## config.mk

```make
export PLATFORM = sky130hd
export DESIGN_NAME = double_to_decimal_text
export DESIGN_NICKNAME = d
export VERILOG_FILES = /design/src/rtl/d2dt_pkg.sv /design/src/rtl/d2dt_ctrl.sv /design/src/rtl/d2dt_dp.sv /design/src/rtl/double_to_decimal_text.sv
export VERILOG_INCLUDE_DIRS = /design/src /design/src/rtl
export SDC_FILE = /design/constraint.sdc
export NUM_CORES = 2
export LEC_CHECK = 0
export BUFFER_PORTS_ARGS = -buffer_cell sky130_fd_sc_hd__buf_2
export CAP_MARGIN = 20
export CORE_MARGIN = 4
export CORE_UTILIZATION = 59
export DETAILED_ROUTE_END_ITERATION = 6
export GPL_TIMING_DRIVEN = 0
export PLACE_DENSITY = 0.77
export SLEW_MARGIN = 15
export SYNTH_ARGS = -nofsm -noshare
export SYNTH_HDL_FRONTEND = slang
export SYNTH_SLANG_ARGS = --single-unit
```

## constraint.sdc

```tcl
create_clock -name aclk -period 6.4 [get_ports aclk]
set_input_delay 0.64 -clock aclk [delete_from_list [all_inputs] [get_ports aclk]]
set_output_delay 0.64 -clock aclk [all_outputs]
set_load 0.01 [all_outputs]
```

## src/rtl/assert_macros.svh

```systemverilog
// Assertion macros shared by the decimal text formatter RTL.
// Bodies are empty when SYNTHESIS is defined; no other dependencies.
`ifndef ASSERT_MACROS_SVH
`define ASSERT_MACROS_SVH
`ifndef SYNTHESIS
`define D2DT_ASSERT(lbl, clk, rstn, prop, msg) \
    lbl: assert property (@(posedge clk) disable iff (!(rstn)) (prop)) else $error(msg);
`define D2DT_NEVER(lbl, clk, rstn, expr, msg) \
    `D2DT_ASSERT(lbl, clk, rstn, !(expr), msg)
`else
`define D2DT_ASSERT(lbl, clk, rstn, prop, msg)
`define D2DT_NEVER(lbl, clk, rstn, expr, msg)
`endif
`endif

```

## src/rtl/d2dt_pkg.sv

```systemverilog
// Shared types, constants and helper functions of the decimal text formatter.
// No dependencies; used by d2dt_ctrl, d2dt_dp and double_to_decimal_text.
package d2dt_pkg;

    typedef enum logic [2:0] {
        ST_IDLE,
        ST_DECODE,
        ST_CHECK,
        ST_CONV,
        ST_LEAD,
        ST_EMIT
    } state_t;

    typedef enum logic [1:0] {
        PH_SIGN,
        PH_INT,
        PH_DOT,
        PH_FRAC
    } phase_t;

    typedef struct packed {
        logic load;
        logic decode;
        logic check;
        logic conv;
        logic lead;
        logic emit;
    } cmd_t;

    typedef struct packed {
        logic conv_done;
        logic emit_last;
        logic out_space;
    } status_t;

    localparam int BCD_DIGITS    = 20;
    localparam int BCD_W         = 4 * BCD_DIGITS;
    localparam int BITS_PER_STEP = 4;
    localparam int DABBLE_CYCLES = 64 / BITS_PER_STEP;

    localparam logic [7:0]  CH_ZERO  = 8'h30;
    localparam logic [7:0]  CH_MINUS = 8'h2D;
    localparam logic [7:0]  CH_DOT   = 8'h2E;
    localparam logic [3:0]  DIGIT_NINE = 4'd9;
    localparam logic [3:0]  ROUND_MIN  = 4'd5;
    localparam logic [63:0] INT_MAX  = 64'h7fff_ffff_ffff_ffff;

    localparam logic [10:0] EXP_SPECIAL = 11'h7ff;
    // Biased exponents at which the value reaches 2^63 and the binary point.
    localparam logic [11:0] EXP_OVF   = 12'd1086;
    localparam logic [11:0] EXP_POINT = 12'd1011;

    function automatic logic [63:0] pow10_m1(input int n);
        logic [63:0] p;
        p = 64'd1;
        for (int i = 0; i < n; i++) begin
            p = p * 64'd10;
        end
        return p - 64'd1;
    endfunction

    // One double-dabble step: adjust every BCD digit, then shift in one bit.
    function automatic logic [BCD_W-1:0] dabble_step(input logic [BCD_W-1:0] b,
                                                     input logic bit_in);
        logic [BCD_W-1:0] t;
        t = b;
        for (int d = 0; d < BCD_DIGITS; d++) begin
            if (t[4*d +: 4] >= 4'd5) begin
                t[4*d +: 4] = t[4*d +: 4] + 4'd3;
            end
        end
        return {t[BCD_W-2:0], bit_in};
    endfunction

endpackage

```

## src/rtl/d2dt_ctrl.sv

```systemverilog
// Sequencer of the decimal text formatter: one item at a time through
// decode, limit check, digit conversion, lead search and emission. Uses d2dt_pkg.
module d2dt_ctrl (
    input  logic               aclk,
    input  logic               aresetn,
    input  logic               s_tvalid,
    output logic               s_tready,
    input  d2dt_pkg::status_t  status,
    output d2dt_pkg::cmd_t     cmd
);

    d2dt_pkg::state_t state_reg, state_next;

    always_ff @(posedge aclk) begin
        if (!aresetn) begin
            state_reg <= d2dt_pkg::ST_IDLE;
        end else begin
            state_reg <= state_next;
        end
    end

    always_comb begin
        state_next = state_reg;
        case (state_reg)
            d2dt_pkg::ST_IDLE: begin
                if (s_tvalid) state_next = d2dt_pkg::ST_DECODE;
            end
            d2dt_pkg::ST_DECODE: state_next = d2dt_pkg::ST_CHECK;
            d2dt_pkg::ST_CHECK:  state_next = d2dt_pkg::ST_CONV;
            d2dt_pkg::ST_CONV: begin
                if (status.conv_done) state_next = d2dt_pkg::ST_LEAD;
            end
            d2dt_pkg::ST_LEAD:   state_next = d2dt_pkg::ST_EMIT;
            d2dt_pkg::ST_EMIT: begin
                if (status.out_space && status.emit_last) state_next = d2dt_pkg::ST_IDLE;
            end
            default: state_next = d2dt_pkg::ST_IDLE;
        endcase
    end

    always_comb begin
        cmd      = '0;
        s_tready = 1'b0;
        case (state_reg)
            d2dt_pkg::ST_IDLE: begin
                s_tready = 1'b1;
                cmd.load = s_tvalid;
            end
            d2dt_pkg::ST_DECODE: cmd.decode = 1'b1;
            d2dt_pkg::ST_CHECK:  cmd.check  = 1'b1;
            d2dt_pkg::ST_CONV:   cmd.conv   = 1'b1;
            d2dt_pkg::ST_LEAD:   cmd.lead   = 1'b1;
            d2dt_pkg::ST_EMIT:   cmd.emit   = status.out_space;
            default: cmd = '0;
        endcase
    end

endmodule

```

## src/rtl/d2dt_dp.sv

```systemverilog
// Datapath of the decimal text formatter: float decode, fraction digits,
// double-dabble integer digits, rounding and the output register. Uses d2dt_pkg.
`include "assert_macros.svh"
module d2dt_dp #(
    parameter int MAX_FRACTION_DIGITS = 16,
    parameter int INTEGER_DIGITS      = 19
) (
    input  logic               aclk,
    input  logic               aresetn,
    input  logic [63:0]        in_value_bits,
    input  logic [4:0]         in_fraction_digits,
    input  d2dt_pkg::cmd_t     cmd,
    output d2dt_pkg::status_t  status,
    input  logic               m_tready,
    output logic               m_tvalid,
    output logic [7:0]         m_character,
    output logic               m_last,
    output logic               m_overflow
);

    localparam logic [63:0] POW_LIMIT = d2dt_pkg::pow10_m1(INTEGER_DIGITS);
    localparam logic [63:0] SAT_VALUE =
        (POW_LIMIT < d2dt_pkg::INT_MAX) ? POW_LIMIT : d2dt_pkg::INT_MAX;
    localparam int FD_N = MAX_FRACTION_DIGITS + 1;
    localparam int FDW  = $clog2(FD_N);
    localparam int CONV_CYCLES =
        (FD_N > d2dt_pkg::DABBLE_CYCLES) ? FD_N : d2dt_pkg::DABBLE_CYCLES;
    localparam int CW = $clog2(CONV_CYCLES);

    logic [63:0] bits_reg;
    logic [4:0]  digits_reg;
    logic        sign_reg, ovf_reg, neg_reg, at_limit_reg;
    logic [63:0] ipart_reg, frac_reg, bin_reg, binc_reg;
    logic [d2dt_pkg::BCD_W-1:0] bcd_reg, bcdi_reg;
    logic [CW-1:0] cnt_reg;
    logic [3:0]  fd_reg [FD_N];
    logic        have_k_reg, round_reg, czero_reg, sat9_reg;
    logic [FDW-1:0] k_reg;
    logic [d2dt_pkg::BCD_DIGITS-1:0][3:0] digsel_reg;
    d2dt_pkg::phase_t ph_reg;
    logic [4:0]  eidx_reg;
    logic        m_tvalid_reg, m_last_reg, m_overflow_reg;
    logic [7:0]  m_character_reg;

    // Decode of the binary64 pattern into a Q64.64 magnitude.
    logic [10:0]  ex;
    logic [11:0]  exeff;
    logic [127:0] mant_w, fixed_w;
    logic [11:0]  ramt;
    logic         dec_ovf, dec_nan;

    always_comb begin
        ex      = bits_reg[62:52];
        dec_nan = (ex == d2dt_pkg::EXP_SPECIAL) && (bits_reg[51:0] != 52'd0);
        exeff   = (ex == 11'd0) ? 12'd1 : {1'b0, ex};
        mant_w  = {75'd0, (ex != 11'd0), bits_reg[51:0]};
        ramt    = d2dt_pkg::EXP_POINT - exeff;
        fixed_w = '0;
        dec_ovf = 1'b0;
        if (ex == d2dt_pkg::EXP_SPECIAL || exeff >= d2dt_pkg::EXP_OVF) begin
            dec_ovf = 1'b1;
        end else if (exeff >= d2dt_pkg::EXP_POINT) begin
            fixed_w = mant_w << 7'(exeff - d2dt_pkg::EXP_POINT);
        end else if (ramt < 12'd64) begin
            fixed_w = mant_w >> ramt[5:0];
        end
    end

    logic ovf_chk;
    assign ovf_chk = ovf_reg || (ipart_reg > POW_LIMIT);

    // One fraction digit per cycle: fraction times ten as 8x + 2x.
    logic [67:0] frac_x10;
    logic [3:0]  fdig_new;
    assign frac_x10 = ({4'd0, frac_reg} << 3) + ({4'd0, frac_reg} << 1);
    assign fdig_new = frac_x10[67:64];

    logic [d2dt_pkg::BCD_W-1:0] bcd_step, bcdi_step;
    always_comb begin
        bcd_step  = bcd_reg;
        bcdi_step = bcdi_reg;
        for (int b = 0; b < d2dt_pkg::BITS_PER_STEP; b++) begin
            bcd_step  = d2dt_pkg::dabble_step(bcd_step, bin_reg[63-b]);
            bcdi_step = d2dt_pkg::dabble_step(bcdi_step, binc_reg[63-b]);
        end
    end

    // Lead search picks the rounded integer and its highest nonzero digit.
    logic carry_int, use_inc, sat9;
    logic [d2dt_pkg::BCD_DIGITS-1:0][3:0] sel_bcd;
    logic [4:0] top;
    always_comb begin
        carry_int = round_reg && !have_k_reg;
        sat9      = carry_int && at_limit_reg;
        use_inc   = carry_int && !at_limit_reg;
        sel_bcd   = use_inc ? bcdi_reg : bcd_reg;
        top       = 5'd0;
        for (int i = 0; i < d2dt_pkg::BCD_DIGITS; i++) begin
            if (sel_bcd[i] != 4'd0) top = 5'(i);
        end
    end

    // Character at the current emission position.
    logic [FDW-1:0] fidx;
    logic [3:0]     fd_cur, fd_out;
    logic [7:0]     char_cur;
    logic           last_cur;
    always_comb begin
        fidx   = eidx_reg[FDW-1:0];
        fd_cur = fd_reg[fidx];
        if (sat9_reg) begin
            fd_out = d2dt_pkg::DIGIT_NINE;
        end else if (!round_reg || (!czero_reg && fidx < k_reg)) begin
            fd_out = fd_cur;
        end else if (!czero_reg && fidx == k_reg) begin
            fd_out = fd_cur + 4'd1;
        end else begin
            fd_out = 4'd0;
        end
        char_cur = d2dt_pkg::CH_DOT;
        last_cur = 1'b0;
        case (ph_reg)
            d2dt_pkg::PH_SIGN: char_cur = d2dt_pkg::CH_MINUS;
            d2dt_pkg::PH_INT: begin
                char_cur = d2dt_pkg::CH_ZERO + {4'd0, digsel_reg[eidx_reg]};
                last_cur = (eidx_reg == 5'd0) && (digits_reg == 5'd0);
            end
            d2dt_pkg::PH_DOT: char_cur = d2dt_pkg::CH_DOT;
            d2dt_pkg::PH_FRAC: begin
                char_cur = d2dt_pkg::CH_ZERO + {4'd0, fd_out};
                last_cur = (eidx_reg + 5'd1) == digits_reg;
            end
            default: char_cur = d2dt_pkg::CH_DOT;
        endcase
    end

    always_ff @(posedge aclk) begin
        if (cmd.load) begin
            bits_reg   <= in_value_bits;
            digits_reg <= (8'(in_fraction_digits) > 8'(MAX_FRACTION_DIGITS)) ?
                          5'(MAX_FRACTION_DIGITS) : in_fraction_digits;
        end
        if (cmd.decode) begin
            ovf_reg   <= dec_ovf;
            sign_reg  <= bits_reg[63] && !dec_nan;
            ipart_reg <= fixed_w[127:64];
            frac_reg  <= fixed_w[63:0];
        end
        if (cmd.check) begin
            ovf_reg      <= ovf_chk;
            neg_reg      <= sign_reg && (ovf_chk || ipart_reg != 64'd0 || frac_reg != 64'd0);
            frac_reg     <= ovf_chk ? 64'd0 : frac_reg;
            bin_reg      <= ovf_chk ? SAT_VALUE : ipart_reg;
            binc_reg     <= ipart_reg + 64'd1;
            at_limit_reg <= ipart_reg >= POW_LIMIT;
            bcd_reg      <= '0;
            bcdi_reg     <= '0;
            cnt_reg      <= '0;
            have_k_reg   <= 1'b0;
            round_reg    <= 1'b0;
        end
        if (cmd.conv) begin
            cnt_reg <= cnt_reg + CW'(1);
            if (8'(cnt_reg) < 8'(d2dt_pkg::DABBLE_CYCLES)) begin
                bcd_reg  <= bcd_step;
                bcdi_reg <= bcdi_step;
                bin_reg  <= bin_reg << d2dt_pkg::BITS_PER_STEP;
                binc_reg <= binc_reg << d2dt_pkg::BITS_PER_STEP;
            end
            if (8'(cnt_reg) <= 8'(MAX_FRACTION_DIGITS)) begin
                frac_reg <= frac_x10[63:0];
                fd_reg[cnt_reg[FDW-1:0]] <= fdig_new;
            end
            // Rounding adds one at the last digit that is not a nine.
            if (8'(cnt_reg) < 8'(digits_reg) && fdig_new != d2dt_pkg::DIGIT_NINE) begin
                have_k_reg <= 1'b1;
                k_reg      <= cnt_reg[FDW-1:0];
            end
            if (8'(cnt_reg) == 8'(digits_reg) && digits_reg != 5'd0 &&
                fdig_new >= d2dt_pkg::ROUND_MIN) begin
                round_reg <= 1'b1;
            end
        end
        if (cmd.lead) begin
            czero_reg  <= carry_int;
            digsel_reg <= sel_bcd;
            ovf_reg    <= ovf_reg || sat9;
            ph_reg     <= neg_reg ? d2dt_pkg::PH_SIGN : d2dt_pkg::PH_INT;
            eidx_reg   <= top;
        end
        if (cmd.emit) begin
            m_character_reg <= char_cur;
            m_last_reg      <= last_cur;
            m_overflow_reg  <= ovf_reg;
            case (ph_reg)
                d2dt_pkg::PH_SIGN: ph_reg <= d2dt_pkg::PH_INT;
                d2dt_pkg::PH_INT: begin
                    if (eidx_reg == 5'd0) begin
                        ph_reg <= d2dt_pkg::PH_DOT;
                    end else begin
                        eidx_reg <= eidx_reg - 5'd1;
                    end
                end
                d2dt_pkg::PH_DOT: begin
                    ph_reg   <= d2dt_pkg::PH_FRAC;
                    eidx_reg <= 5'd0;
                end
                d2dt_pkg::PH_FRAC: eidx_reg <= eidx_reg + 5'd1;
                default: ph_reg <= d2dt_pkg::PH_SIGN;
            endcase
        end
    end

    always_ff @(posedge aclk) begin
        if (!aresetn) begin
            m_tvalid_reg <= 1'b0;
            sat9_reg     <= 1'b0;
        end else begin
            if (cmd.lead) begin
                sat9_reg <= sat9;
            end
            if (cmd.emit) begin
                m_tvalid_reg <= 1'b1;
            end else if (m_tready) begin
                m_tvalid_reg <= 1'b0;
            end
        end
    end

    assign m_tvalid    = m_tvalid_reg;
    assign m_character = m_character_reg;
    assign m_last      = m_last_reg;
    assign m_overflow  = m_overflow_reg;

    assign status.conv_done = cnt_reg == CW'(CONV_CYCLES - 1);
    assign status.emit_last = last_cur;
    assign status.out_space = !m_tvalid_reg || m_tready;

    `D2DT_ASSERT(emit_has_room, aclk, aresetn, cmd.emit |-> (!m_tvalid_reg || m_tready), "character emitted over a waiting item")
    `D2DT_ASSERT(char_is_text, aclk, aresetn, m_tvalid_reg |-> (m_character_reg == d2dt_pkg::CH_MINUS || m_character_reg == d2dt_pkg::CH_DOT || (m_character_reg >= d2dt_pkg::CH_ZERO && m_character_reg <= d2dt_pkg::CH_ZERO + 8'd9)), "output is not a text character")
    `D2DT_NEVER(sat_without_ovf, aclk, aresetn, (sat9_reg && $past(cmd.lead) && !ovf_reg), "rounding saturated without overflow flag")

endmodule

```

## src/rtl/double_to_decimal_text.sv

```systemverilog
// Top level of the decimal text formatter: binary64 in, ASCII characters out.
// Instantiates d2dt_ctrl and d2dt_dp; uses d2dt_pkg.
//
//  Channel | Direction | Payload
//  s_      | in        | value_bits, fraction_digits
//  m_      | out       | character, last (tlast), overflow (tuser)
//
// An item passes through decode, limit check, digit conversion and lead search,
// then emits up to 37 characters while the output has room for them.
// The conversion loop converts four integer bits and one fraction digit a cycle;
// emission is set by the single-character output register.
// Reset is synchronous and active low; it clears the sequencer and output valid.
// A stalled output holds emission; the next item is taken once the last
// character sits in the output register.
module double_to_decimal_text #(
    parameter int MAX_FRACTION_DIGITS = 16,
    parameter int INTEGER_DIGITS      = 19
) (
    input  logic        aclk,
    input  logic        aresetn,
    input  logic        s_tvalid,
    output logic        s_tready,
    input  logic [71:0] s_tdata,   // [63:0] value_bits, [68:64] fraction_digits
    output logic        m_tvalid,
    input  logic        m_tready,
    output logic [7:0]  m_tdata,   // [7:0] character
    output logic        m_tlast,
    output logic        m_tuser    // [0] overflow
);

    d2dt_pkg::cmd_t    cmd;
    d2dt_pkg::status_t status;

    d2dt_ctrl u_ctrl (
        .aclk     (aclk),
        .aresetn  (aresetn),
        .s_tvalid (s_tvalid),
        .s_tready (s_tready),
        .status   (status),
        .cmd      (cmd)
    );

    d2dt_dp #(
        .MAX_FRACTION_DIGITS (MAX_FRACTION_DIGITS),
        .INTEGER_DIGITS      (INTEGER_DIGITS)
    ) u_dp (
        .aclk               (aclk),
        .aresetn            (aresetn),
        .in_value_bits      (s_tdata[63:0]),
        .in_fraction_digits (s_tdata[68:64]),
        .cmd                (cmd),
        .status             (status),
        .m_tready           (m_tready),
        .m_tvalid           (m_tvalid),
        .m_character        (m_tdata),
        .m_last             (m_tlast),
        .m_overflow         (m_tuser)
    );

endmodule
```

# --- After elaboration in Yosys (flattened, before gate mapping) ---
# Memories as Yosys holds them, arrays and structs flattened. A register that Yosys moved wholly into a read port is not among the register bits.
# Cells that the tools add are included.
classes:
  n_shift: 2
  magnitude_cmp: 172
  n_reduce_logical: 60
  n_eq_ne: 17
  mux: 246
  n_addsub: 170
op_table:
  columns: ["operator", "n"]
  rows:
  - ["64-bit 2-to-1 mux", 13]
  - ["4-bit 2-to-1 mux", 164]
  - ["4-bit by 3-bit greater-or-equal comparator with 1-bit output, second input constant", 161]
  - ["4-bit by 2-bit adder with 4-bit output, second input constant", 152]
  - ["80-bit 2-to-1 mux", 7]
  - ["128-bit 2-to-1 mux", 2]
  - ["64-bit nonzero test", 2]
  - ["53-bit by 7-bit left shift with 128-bit output", 1]
  - ["53-bit by 6-bit >> shifter with 128-bit output", 1]
  - ["4-bit nonzero test", 19]
  - ["67-bit by 65-bit adder with 68-bit output", 1]
  - ["64-bit by 1-bit adder with 64-bit output, second input constant", 1]
  - ["64-bit greater-or-equal comparator, second input constant", 1]
  - ["64-bit > comparator, second input constant", 1]
  - ["52-bit nonzero test", 1]
  - ["3-bit 2-to-1 mux", 15]
  - ["5-bit 2-to-1 mux", 9]
  - ["8-bit one-hot mux with 4 select lines", 1]
  - ["3-bit by 2-bit adder with 3-bit output, second input constant", 8]
  - ["1-bit 2-to-1 mux", 24]
  - ["4-bit binary-select mux with 5-bit select", 1]
  - ["3-bit one-hot mux with 6 select lines", 1]
  - ["5-bit == test", 3]
  - ["5-bit one-hot mux with 3 select lines", 1]
  - ["41 further kinds", 77]
word_totals:
  in_bits: 76
  elab_cells: 713
  ramBits: 68
  reg_bits: 604
  memories: 1
  out_inout_bits: 12
mem_list:
  columns: ["memory", "depth", "width", "rd", "rd_clocked_by_memory_dff", "wr", "line", "rtl"]
  rows:
  - ["u_dp.fd_reg", 17, 4, 1, 1, 1, "d2dt_dp.sv:36", "logic [3:0] fd_reg [FD_N];"]

# --- Logic depth before layout (Yosys ltp) ---
logic_depth:
  ltp_word: 28
  mapped_depth: 21
  mapped_depth_nobuf: 21

# --- By module ---
# Synthesis repeated with hierarchy kept, for this count alone.
hier_totals:
  cells_unflattened: 6713
  hier_area_um2: 56436.6
modules_own_cells:
  columns: ["mod", "area_each_um2", "n_inst", "cells_per_inst"]
  rows:
  - ["d2dt_dp", 56228.9, 1, 6686]
  - ["d2dt_ctrl", 207.7, 1, 27]

# --- Worst setup path before layout ---
# Ideal clock, no wire load.
synth_timing:
  path_kind: "flip-flop to flip-flop"
  startpoint: "register u_dp.bcdi_reg[69] (netlist bit)"
  endpoint: "register u_dp.bcdi_reg[78] (netlist bit)"
  t_arrival_ps: 3868
  path_slack_ps: 2414
  period_less_slack_ps: 3986
  setup_time_ps: 117
  stages_incl_launch_ff: 21
  path_cell_list: "dfxtp_1 -> inv_1 -> ha_1 -> nand2b_1 -> a21oi_1 -> xnor2_1 -> inv_1 -> ha_1 -> nand2b_1 -> nor3b_1 -> mux2_2 -> inv_1 -> ha_1 -> nor2b_1 -> o21a_1 -> a311o_1 -> ha_1 -> nor2b_1 -> o21a_1 -> or2_2 -> a32o_1"
synth_between:
  elab_chain_cells: 10
synth_lines:
  columns: ["item", "line", "rtl"]
  rows:
  - ["start, declared", "d2dt_dp.sv:34", "logic [d2dt_pkg::BCD_W-1:0] bcd_reg, bcdi_reg;"]
  - ["start signal, assigned", "d2dt_dp.sv:166", "bcdi_reg <= bcdi_step;"]
  - ["4-bit by 2-bit adder with 4-bit output / 4-bit by 3-bit greater-or-equal comparator with 1-bit output (equally long branches)", "d2dt_pkg.sv:69, d2dt_pkg.sv:68", null]
  - ["4-bit 2-to-1 mux *", "d2dt_pkg.sv:68", "if (t[4*d +: 4] >= 4'd5) begin"]
  - ["4-bit by 2-bit adder with 4-bit output / 4-bit by 3-bit greater-or-equal comparator with 1-bit output (equally long branches)", "d2dt_pkg.sv:69, d2dt_pkg.sv:68", null]
  - ["4-bit 2-to-1 mux", "d2dt_pkg.sv:68", null]
  - ["4-bit by 2-bit adder with 4-bit output (tied with other cells)", "d2dt_pkg.sv:69", "t[4*d +: 4] = t[4*d +: 4] + 4'd3;"]
  - ["4-bit 2-to-1 mux / 3-bit 2-to-1 mux (equally long branches)", "d2dt_pkg.sv:68", null]
  - ["4-bit by 3-bit greater-or-equal comparator with 1-bit output / 3-bit by 2-bit adder with 3-bit output (equally long branches)", "d2dt_pkg.sv:68, d2dt_pkg.sv:69", null]
  - ["3-bit 2-to-1 mux *", "d2dt_pkg.sv:68", null]
  - ["80-bit 2-to-1 mux *", "d2dt_dp.sv:164", "if (8'(cnt_reg) < 8'(d2dt_pkg::DABBLE_CYCLES)) begin"]
  - ["80-bit 2-to-1 mux *", "d2dt_dp.sv:162", "if (cmd.conv) begin"]
# Mark *: on every way between the ends. The rest lies on a longest branch, timed or not.
# A chain may end at the register's enable or synchronous reset.

# --- Final worst setup path ---
layout_timing:
  startpoint: "register u_dp.bits_reg[54]"
  endpoint: "register u_dp.frac_reg[17]"
layout_between:
  elab_chain_cells: 11
layout_lines:
  columns: ["item", "line", "rtl"]
  rows:
  - ["start, declared", "d2dt_dp.sv:30", "logic [63:0] bits_reg;"]
  - ["start signal, assigned", "d2dt_dp.sv:139", "bits_reg <= in_value_bits;"]
  - ["11-bit zero test", "d2dt_dp.sv:55", "exeff = (ex == 11'd0) ? 12'd1 : {1'b0, ex};"]
  - ["11-bit 2-to-1 mux", "d2dt_dp.sv:55", null]
  - ["10-bit by 11-bit subtractor with 12-bit output", "d2dt_dp.sv:57", "ramt = d2dt_pkg::EXP_POINT - exeff;"]
  - ["12-bit by 7-bit < comparator with 1-bit output / 53-bit by 6-bit >> shifter with 128-bit output (equally long branches)", "d2dt_dp.sv:64, d2dt_dp.sv:65", null]
  - ["128-bit 2-to-1 mux", "d2dt_dp.sv:64", "end else if (ramt < 12'd64) begin"]
  - ["128-bit 2-to-1 mux", "d2dt_dp.sv:62", "end else if (exeff >= d2dt_pkg::EXP_POINT) begin"]
  - ["64-bit 2-to-1 mux *", "d2dt_dp.sv:60", "if (ex == d2dt_pkg::EXP_SPECIAL || exeff >= d2dt_pkg::EXP_OVF) begin"]
  - ["64-bit 2-to-1 mux *", "d2dt_dp.sv:143", "if (cmd.decode) begin"]
  - ["64-bit 2-to-1 mux *", "d2dt_dp.sv:149", "if (cmd.check) begin"]
  - ["64-bit 2-to-1 mux", "d2dt_dp.sv:170", "if (8'(cnt_reg) <= 8'(MAX_FRACTION_DIGITS)) begin"]
  - ["64-bit 2-to-1 mux *", "d2dt_dp.sv:162", null]
  - ["end signal, assigned", "d2dt_dp.sv:147", "frac_reg <= fixed_w[63:0];"]
  - ["end signal, assigned", "d2dt_dp.sv:152", "frac_reg <= ovf_chk ? 64'd0 : frac_reg;"]
  - ["end signal, assigned", "d2dt_dp.sv:171", "frac_reg <= frac_x10[63:0];"]
  - ["end, declared", "d2dt_dp.sv:33", "logic [63:0] ipart_reg, frac_reg, bin_reg, binc_reg;"]
# Marked as above.

==> impl.org <==
** Placed design
- Worst slack, placed :: 1.14 ns
- Global placer's final weighted congestion :: 1.04
- After detailed placement, the total cell area comes to 56,200 µm².
- Summed over all nets, the half-perimeter wirelength after detailed placement is 158,000 µm.
- Total placed cells including tap cells :: 7,409
- Total of buffers placed on input and output ports :: 81

** GRT
- For this run, the total global-route usage over all layers was measured as 0.393.
- Global route total overflow :: 0
- Maximum number of pins on one net before global-route repair :: 67
- The first global-routing pass estimated 292,000 µm of wire.
- Number of global-route vias before repair :: 46,500
- The number of antenna violations at the first check in global routing came to 7.

** Floorplan
- The die is 311 µm wide.
- The region available for standard cell placement spans 90,600 µm².
- Standard-cell row count :: 110
- 88 I/O pins were placed.
- The initial utilization of the core area, before any placement, comes to 0.597.
- Die height :: 311 µm
- Area of the die :: 96,600 µm²

** Final layout
- Area growth from synthesis to layout :: 8.60%
- Of the cells placed in the final design, the portion with a size suffix greater than 1 is 0.0986.
- For this run, the share of the core covered by cells in the final layout is 0.649.
- After routing the design area is 58,800 µm².
- The net count of the finished layout is 6,793.
- Leaving out filler cells and counting taps, the final layout contains 7,549.

** Detailed routing
- The first TritonRoute pass finished after 7 iterations.
- Initial DRC Count :: 7,172
- In the routed design, unresolved DRC markers number 1.
- Routed length per placed instance :: 26.2 µm
- The count of nets left with antenna violations once routing finished came out at 0.
- Total via count after detailed routing :: 50,300
- Total Routed Length :: 198,000 µm
- Per-cell via count in the routed design :: 6.67

** Yosys
- Synth Area per Inst :: 8.82 µm²
- Adder and majority cell fraction of the synthesized area :: 0.0936
- Of the total synthesized cell area, the portion taken by XOR and XNOR cells is 0.0492.
- Main combinational cell family by area after synthesis :: compound AO/OA/AOI/OAI gates
- The synthesized design contains 303 enable-type register cells.
- In the synthesized netlist, the number of instances is 6,136.
- Unique cell type count in the Yosys netlist :: 96
- The Yosys step of the flow raised 0 warnings.
- Of the total synthesized cell area, the portion taken by AND, OR, NAND and NOR gates is 0.156.
- The area fraction in compound gates after synthesis came to 0.187.
- For this run, the leading register cell type out of synthesis is dfxtp_1.
- After synthesis the cells add up to 54,100 µm².
- Number of flip-flops and latches in the synthesized netlist :: 669
- Of all flip-flops after synthesis, the portion carrying an async set or reset was 0.
- Share of synthesized area spent on multiplexers :: 0.162
- Sequential cell area fraction in the yosys report :: 0.304

** Timing
- Final hold violation count :: 0
- The count of pins over their slew limit is 0.
- Clock skew on the completed layout was measured at 0.0325 ns.
- Worst Slack Setup Final :: 0.668 ns
- RSZ-0062 raised after global routing :: false
- Period utilization :: 0.896
- Worst Hold Margin :: 0.150 ns
- Final setup violation count :: 0
- Final critical path time including I/O delays and setup :: 5.73 ns
- Setup Total Neg Slack :: 0 ns
- Timing would allow up to 174 MHz.
- For the pin with the worst max-slew slack, the measured transition is 1.37 ns.
- The worst pin sits at a relative slew slack of 0.0805.

** Worst setup path
- Highest fanout seen on the critical path :: 10
- Crit path cell chain :: clkinv_1 -> ha_1 -> buf_2 -> nor4b_4 -> a31o_2 -> buf_6 -> xnor2_4 -> buf_2 -> nand2_1 -> nor3_1 -> nor2_1 -> a21oi_1 -> a22oi_1 -> o22ai_1 -> a21o_1
- Arrival time reported for the critical path endpoint :: 6.32 ns
- Critical Path End Type :: register
- Longest individual stage delay on the worst path :: 1.11 ns
- Required @ worst endpoint :: 6.99 ns
- CP bufs+invs :: 4
- Max stage delay cell, worst path :: nor3_1
- CP Class :: register to register
- Worst path top cell family by delay :: compound AO/OA/AOI/OAI gates
- In this design, the critical path's most frequently occurring cell is buf_2.
- Type of element launching the critical path :: register

** Pwr
- Cell area power density :: 529 nW/µm²
- Total chip power :: 31.1 mW
- IR Drop Worst-Case VDD :: 516 µV
- The analysis attributes to cell leakage a power of 23.8 nW.

** Clock network
- Clock slew at reported path FFs :: 0.06 ns
- Once the clock tree was built, the setup fixing pass inserted 0 buffers.
- Clock tree synthesis selected as its root buffer the cell clkbuf_16.
- Number of H-tree levels :: 3
- Clock latency on the worst-skew pair, taken at its later pin, is 0.66 ns.
- Hold repair after CTS inserted 0 buffers.
- Longest Clk Path Bufs :: 3
- Clock tree synthesis inserted a total of 76 buffers.
- Gates resized during post-CTS repair numbered 0.
- TritonCTS built the clock tree.
- Total number of clock tree sinks :: 669

** Status
- Failing checks :: design-rule violations
- Result of the run :: finished with violations

** Job
- Reported max-cap violation count :: 0

** Min path
- Kind of path behind the tightest hold check :: input pin to register
## worst paths after layout
check                                              endpoint  depth (start not counted)  slack [ns]                         from
worst max-delay path              u_dp.frac_reg[17]$_DFF_P_                         15        0.67  u_dp.bits_reg[54]$_DFFE_PP_
worst min-delay path            u_dp.bits_reg[58]$_DFFE_PP_                          1        0.15                  s_tdata[58]
worst max register to register    u_dp.frac_reg[17]$_DFF_P_                         15        0.67  u_dp.bits_reg[54]$_DFFE_PP_
worst min register to register      u_dp.bin_reg[0]$_DFF_P_                          2        0.45      u_dp.bin_reg[0]$_DFF_P_
## cells by family (layout without fill, tap and decap cells)
family	count (synthesis)	in the layout
and+or+nand+nor	1720	1720
other	2	4
adders and majority gates	404	404
muxes	783	783
DFF	669	669
AOI/OAI and AO/OA	1611	1611
xor gates and xnor gates	301	301
buffers and inverters	646	881
## synthesized netlist by cell type, types with 27 or more instances
cell type,instances,area [µm²]
o21ai_0,372,1860
nor3_1,105,526
mux2_2,199,2240
dfxtp_1,366,7330
o211ai_1,46,345
nand4_1,45,282
o22ai_1,200,1250
a31oi_1,32,200
a21o_1,54,405
xnor2_1,229,2010
xor2_1,70,613
nand2b_1,144,901
nor2b_1,138,863
nand3_1,103,515
nand2_1,468,1760
a22oi_1,32,240
or2_2,27,169
mux4_2,53,1190
mux2i_1,527,5280
a21oi_1,482,2410
o21a_1,52,390
inv_1,352,1320
clkbuf_1,203,762
nor2_1,445,1670
edfxtp_1,303,9100
buf_2,48,240
ha_1,403,5040
o221ai_1,36,315
nor3b_1,86,646
o21ba_2,30,300
a211oi_1,31,233
nor4_1,54,338
a21boi_0,28,210
## cell type report
class,count,area [µm²]
fillers,7591,31800
well taps,1176,1470
repair buffers,98,616
inverters,356,1340
clock inverters,40,474
flip-flops and latches,669,16400
diodes,1,2.50
multi-input cells,4822,35100
clock buffers,97,2030
plain buffers,290,1280
## metal layers
metal	vias up	part of all wire	GRT usage	routed length [µm]
li1	22900	-	-	-
met1	24300	0.43	0.582	85900
met2	2877	0.39	0.541	77200
met3	343	0.15	0.138	29600
met4	0	0.027	0.102	5330
met5	-	0	0	0
## where the power goes
group / leakage (nW) / internal [mW] / switching (mW)
clock network: 1.21 / 2.56 / 1.92
logic: 16.7 / 8.29 / 11.8
registers: 5.85 / 5.38 / 1.17
total: 23.8 / 16.2 / 14.9
## worst reg2reg max path, stage by stage, from the launching register on
cell	delay, ns
edfxtp_1	0.63
clkinv_1	0.36
ha_1	0.28
buf_2	0.16
nor4b_4	0.17
a31o_2	0.28
buf_6	0.16
xnor2_4	0.36
buf_2	0.36
nand2_1	0.18
nor3_1	1.11
nor2_1	0.08
a21oi_1	0.93
a22oi_1	0.16
o22ai_1	0.34
a21o_1	0.12
## cells in the final DEF (no fill, tap or decap), drive strengths merged, types with 231 or more instances in the layout
cell,netlist,final
a21oi,484,484
clkbuf,203,300
dfxtp,366,366
edfxtp,303,303
ha,403,403
inv,353,360
mux2i,531,531
nand2,469,469
nor2,446,446
o21ai,374,374
xnor2,231,231
Power figures use the tool's default switching activity.
